===== src/hdl/skinny_pkg.sv =====
// Shared types, constants and the S-box for the SKINNY-128-384 round chain.
package skinny_pkg;

  localparam int ROUNDS      = 56;
  localparam int BLOCK_BYTES = 16;
  localparam int BLOCK_BITS  = 8 * BLOCK_BYTES;
  localparam int RC_BITS     = 6;

  // Tweakey cell permutation: new cell i takes old cell TK_PERM[i].
  localparam logic [3:0] TK_PERM [BLOCK_BYTES] = '{
    4'd9, 4'd15, 4'd8, 4'd13, 4'd10, 4'd14, 4'd12, 4'd11,
    4'd0, 4'd1,  4'd2, 4'd3,  4'd4,  4'd5,  4'd6,  4'd7
  };

  // Data handed from one round cell to the next.
  typedef struct packed {
    logic [BLOCK_BITS-1:0] s;
    logic [BLOCK_BITS-1:0] k1;
    logic [BLOCK_BITS-1:0] k2;
    logic [BLOCK_BITS-1:0] k3;
    logic [RC_BITS-1:0]    rc;
  } stage_t;

  function automatic logic [7:0] sbox8(input logic [7:0] xi);
    logic [7:0] x;
    x = xi;
    for (int it = 0; it < 4; it++) begin
      if ((x[7] | x[6]) == 1'b0) x[4] = ~x[4];
      if ((x[3] | x[2]) == 1'b0) x[0] = ~x[0];
      if (it < 3) begin
        x = {x[2], x[1], x[7], x[6], x[4], x[0], x[3], x[5]};
      end else begin
        x = {x[7:3], x[1], x[2], x[0]};
      end
    end
    return x;
  endfunction

endpackage


===== src/hdl/skinny_cell.sv =====
// One SKINNY round cell: full round plus tweakey schedule, registered output.
module skinny_cell import skinny_pkg::*; (
  input  logic   clk,
  input  logic   rst,
  input  logic   en,
  input  logic   in_valid,
  input  stage_t in_data,
  output logic   out_valid,
  output stage_t out_data
);

  stage_t data_next;

  always_comb begin
    logic [7:0] s  [BLOCK_BYTES];
    logic [7:0] t  [BLOCK_BYTES];
    logic [7:0] k1 [BLOCK_BYTES];
    logic [7:0] k2 [BLOCK_BYTES];
    logic [7:0] k3 [BLOCK_BYTES];
    logic [7:0] p1 [BLOCK_BYTES];
    logic [7:0] p2 [BLOCK_BYTES];
    logic [7:0] p3 [BLOCK_BYTES];
    logic [RC_BITS-1:0] rc;

    rc = {in_data.rc[RC_BITS-2:0], in_data.rc[5] ^ in_data.rc[4] ^ 1'b1};

    for (int i = 0; i < BLOCK_BYTES; i++) begin
      s[i]  = sbox8(in_data.s[BLOCK_BITS-1-8*i -: 8]);
      k1[i] = in_data.k1[BLOCK_BITS-1-8*i -: 8];
      k2[i] = in_data.k2[BLOCK_BITS-1-8*i -: 8];
      k3[i] = in_data.k3[BLOCK_BITS-1-8*i -: 8];
    end

    s[0] = s[0] ^ {4'b0000, rc[3:0]};
    s[4] = s[4] ^ {6'b000000, rc[5:4]};
    s[8] = s[8] ^ 8'h02;

    // round tweakey covers the first two rows only
    for (int i = 0; i < 8; i++) begin
      s[i] = s[i] ^ k1[i] ^ k2[i] ^ k3[i];
    end

    for (int i = 0; i < BLOCK_BYTES; i++) begin
      p1[i] = k1[TK_PERM[i]];
      p2[i] = k2[TK_PERM[i]];
      p3[i] = k3[TK_PERM[i]];
    end
    for (int i = 0; i < 8; i++) begin
      p2[i] = {p2[i][6:0], p2[i][7] ^ p2[i][5]};
      p3[i] = {p3[i][0] ^ p3[i][6], p3[i][7:1]};
    end

    // ShiftRows, rows rotated right
    t[0]  = s[0];  t[1]  = s[1];  t[2]  = s[2];  t[3]  = s[3];
    t[4]  = s[7];  t[5]  = s[4];  t[6]  = s[5];  t[7]  = s[6];
    t[8]  = s[10]; t[9]  = s[11]; t[10] = s[8];  t[11] = s[9];
    t[12] = s[13]; t[13] = s[14]; t[14] = s[15]; t[15] = s[12];

    for (int c = 0; c < 4; c++) begin
      s[c]      = t[c] ^ t[8+c] ^ t[12+c];
      s[4+c]    = t[c];
      s[8+c]    = t[4+c] ^ t[8+c];
      s[12+c]   = t[c] ^ t[8+c];
    end

    for (int i = 0; i < BLOCK_BYTES; i++) begin
      data_next.s[BLOCK_BITS-1-8*i -: 8]  = s[i];
      data_next.k1[BLOCK_BITS-1-8*i -: 8] = p1[i];
      data_next.k2[BLOCK_BITS-1-8*i -: 8] = p2[i];
      data_next.k3[BLOCK_BITS-1-8*i -: 8] = p3[i];
    end
    data_next.rc = rc;
  end

  always_ff @(posedge clk) begin
    if (rst) begin
      out_valid <= 1'b0;
    end else if (en) begin
      out_valid <= in_valid;
    end
  end

  always_ff @(posedge clk) begin
    if (en) begin
      out_data <= data_next;
    end
  end

endmodule

===== config.mk =====
export PLATFORM = sky130hd
export DESIGN_NAME = skinny_cell
export DESIGN_NICKNAME = d
export VERILOG_FILES = /design/src/hdl/skinny_pkg.sv /design/src/hdl/skinny_cell.sv
export SDC_FILE = /design/constraint.sdc
export NUM_CORES = 1
export LEC_CHECK = 0
export BUFFER_PORTS_ARGS = -buffer_cell sky130_fd_sc_hd__buf_2
export CORE_AREA = 8 8 404 406
export CTS_CLUSTER_SIZE = 25
export DETAILED_ROUTE_END_ITERATION = 10
export DIE_AREA = 0 0 412 414
export HOLD_SLACK_MARGIN = 0.08
export SLEW_MARGIN = 30
export SYNTH_ARGS = -nofsm -noshare
export SYNTH_HDL_FRONTEND = slang
export SYNTH_SLANG_ARGS = --single-unit

===== constraint.sdc =====
create_clock -name clk -period 3.9 [get_ports clk]
set_clock_uncertainty 0.15 [all_clocks]
set_input_delay 0.585 -clock clk [delete_from_list [all_inputs] [get_ports clk]]
set_output_delay 0.585 -clock clk [all_outputs]
set_load 0.03 [all_outputs]

==> results by group <==
Global routing
  – Total track usage: 0.124
  – Initial antenna violation count: 32
  – Pin count of the biggest net entering global routing: 107
  – GRT overflow: 0
  – First-pass GRT wire length: 147 mm
  – Vias in the first global route: about 18000

Layout
  – Layout cell share with drive strength beyond 1: 0.430
  – Number of fill cells: roughly 17000
  – Nets: 3235
  – P&R area growth vs syn: 69.1%

Timing
  – Setup violations, final: 0
  – Slew margin rel.: 0.356
  – Slew Limit Fails: 0
  – Final worst path period share: 0.759
  – Setup tns final: 0 ns
  – Final Hold Fails: 0
  – Final hold slack: 0.181 ns
  – Tmin final: 2.96 ns
  – Worst Tran Pin Value: 0.959 ns
  – RSZ-0062 raised after global routing: false
  – Max Fclk: 0.338 GHz

Clock tree
  – Setup Buffers After CTS: 0
  – Clk_lat worst skew: 0.64 ns
  – CTS tree: built
  – # H-tree levels: 3
  – CTS Buffer Depth: 3
  – Root buffer cell: clkbuf_16
  – TritonCTS Buffers: 66
  – Clk slew on worst S/H paths: 0.06 ns
  – Sink Count: between 500 and 600

Yosys
  – Gate count of the mapped netlist: approximately 1200
  – Sequential-to-total area share from yosys stat: 0.751
  – Synth Warn #: 0
  – Synthesized area: roughly 21000 um2
  – Avg Synthesized Cell Area: approximately 18 um2
  – Count of state elements after synthesis: 519
  – Distinct cells, synth: 21
  – Post-Syn Nets: 1701

Placement
  – GP Congestion: about 0.90
  – Number of port buffers: between 1000 and 1500
  – Detail Placement HPWL: 93.0 mm

Setup path
  – Crit-path max FO: 4
  – Worst reg2reg path startpoint: out_valid$_SDFFE_PP0P_
  – Data arrival, critical path: 3.17 ns
  – Crit path kind: in2reg
  – Crit start category: input pin
  – End of the critical path: out_data[486]$_DFFE_PP_
  – FF-to-FF path depth: 3
  – Setup crit end kind: flip-flop
  – Worst path required time: 4.11 ns
  – R2R setup slack: 2.58 ns
  – Critical Path Start: in_data[492]
  – Worst r2r dst: out_valid$_SDFFE_PP0P_

Die
  – Top Ports: around 1000
  – Row cnt: 146
  – Die W: between 400 and 500 um
  – Die H: 414 um
  – Initial core utilization: 0.132
  – Core area: 157000 um2
  – Die area: 171000 um2

Pwr
  – Pwr Total: 18.5 mW
  – Leak pwr: approximately 14 nW
  – Worst VDD drop: 356 uV
  – Power Dens Cells: 528 nW/um2

Route
  – Wirelength per Cell: between 20 and 25 um
  – Final wirelength: 112 mm
  – Detailed Route Iter0 Violations: 1175
  – DRC Markers: 0
  – DR vias/cell: 3.43
  – Pre-antenna DRT Iters: 5
  – Detailed-route via count: ~17000
  – Final ANT Viol Nets: 0

Hold path
  – Worst min path class: in2reg

Outcome
  – Outcome: complete, no violations

Run
  – Max Cap Violations: 0
logic make-up after synthesis:
logic type / after synthesis / synth area share
compound gates: 45 / 0.0128
xor+xnor: 406 / 0.179
buf+inv: 8 / 0.00163
flops: 519 / 0.751
mux: 14 / 0.00676
simple gates: 187 / 0.0482
worst max-delay path: stages:
cell	delay (ns)
buf_2	0.12
o21a_1	0.21
nor4_2	0.42
mux2i_1	0.36
mux2i_1	0.14
xnor2_1	0.52
xor3_1	0.48
xnor3_1	0.34
worst min path at each step:
stage                                      start                      end  slack (ns)  cells past startpoint
after floorplan           out_valid$_SDFFE_PP0P_   out_valid$_SDFFE_PP0P_        0.48                      2
after global placement    out_valid$_SDFFE_PP0P_   out_valid$_SDFFE_PP0P_        0.32                      2
after detailed placement  out_valid$_SDFFE_PP0P_   out_valid$_SDFFE_PP0P_        0.33                      2
after CTS                            in_data[22]  out_data[109]$_DFFE_PP_        0.09                      2
after global routing                 in_data[22]  out_data[109]$_DFFE_PP_        0.11                      2
final                                in_data[22]  out_data[109]$_DFFE_PP_        0.18                      2
cell type report:
| cell class | count | area [um2] | area share |
|---|---|---|---|
| Antenna cell | 11 | 27.5 | 0.000785 |
| Clock buffer | 81 | 1750 | 0.0499 |
| Clock inverter | 39 | 478 | 0.0136 |
| Inverter | 5 | 18.8 | 0.000536 |
| Multi-Input combinational cell | 652 | 5120 | 0.146 |
| Sequential cell | 519 | 15600 | 0.444 |
| Tap cell | 2072 | 2590 | 0.0740 |
| Timing Repair Buffer | 1469 | 9480 | 0.271 |
flip-flops by register name, indices dropped and copies added, names as in the netlist:
| name | flops |
|---|---|
| out_data | 518 |
| out_valid | 1 |
cells in the final DEF, fill, tap and decap left out, types with 14 or more instances in the layout:
| master | Yosys | layout |
|---|---|---|
| o21ai_0 | 29 | 29 |
| buf_4 | 0 | 35 |
| nor3_1 | 16 | 16 |
| and2_1 | 20 | 20 |
| clkbuf_16 | 0 | 67 |
| buf_2 | 3 | 1039 |
| mux2i_1 | 14 | 14 |
| xor2_1 | 96 | 96 |
| edfxtp_1 | 518 | 518 |
| nor2_1 | 36 | 36 |
| or3_1 | 29 | 29 |
| xnor2_1 | 299 | 298 |
| dlygate4sd3_1 | 0 | 388 |
| o21a_1 | 16 | 16 |
| nand2_1 | 44 | 44 |
synthesized netlist by cell type:
library cell,n,area share
edfxtp_1,518,0.75
xnor2_1,299,0.13
xor2_1,96,0.041
nand2_1,44,0.0080
nor2_1,36,0.0065
o21ai_0,29,0.0070
or3_1,29,0.0088
and2_1,20,0.0060
nor3_1,16,0.0039
o21a_1,16,0.0058
mux2i_1,14,0.0068
nand3_1,13,0.0031
nand3b_1,13,0.0047
nand4_1,8,0.0024
nor4_2,8,0.0048
xnor3_1,8,0.0087
inv_1,5,0.00091
buf_2,3,0.00072
xor3_1,2,0.0023
dfxtp_1,1,0.00097
xor3_2,1,0.0012
report_power, final:
part	leakage, nW	internal, mW	switching [mW]
sequential	5.08	7.05	0.236
clock	1.07	3.72	2.63
combinational	7.66	1.65	3.23
timing repair:
item,in CTS,in global routing
gates resized for setup,0,0
endpoints found under the hold margin,387,0
hold buffers,388,0
per-layer routing:
layer  vias up  share of wire  global-route usage
met4        10          0.029              0.0369
met5         -        0.00054                   0
met2       824           0.49               0.213
met1      8251           0.40               0.147
li1       7408              -                   -
met3       159          0.081              0.0393
through the flow:
step           std cells  area (um2)   util  setup WS [ns]
6_report            4848       35000  0.223          0.940
5_1_grt             4842       35000  0.223          0.987
4_1_cts             4837       35000  0.223           1.08
3_5_place_dp        4329       28900  0.184          0.332
3_3_place_gp        4329       28900  0.184          0.383
2_1_floorplan       1179       20700      -          0.914
Note: power is estimated with default switching activity, not from simulation.
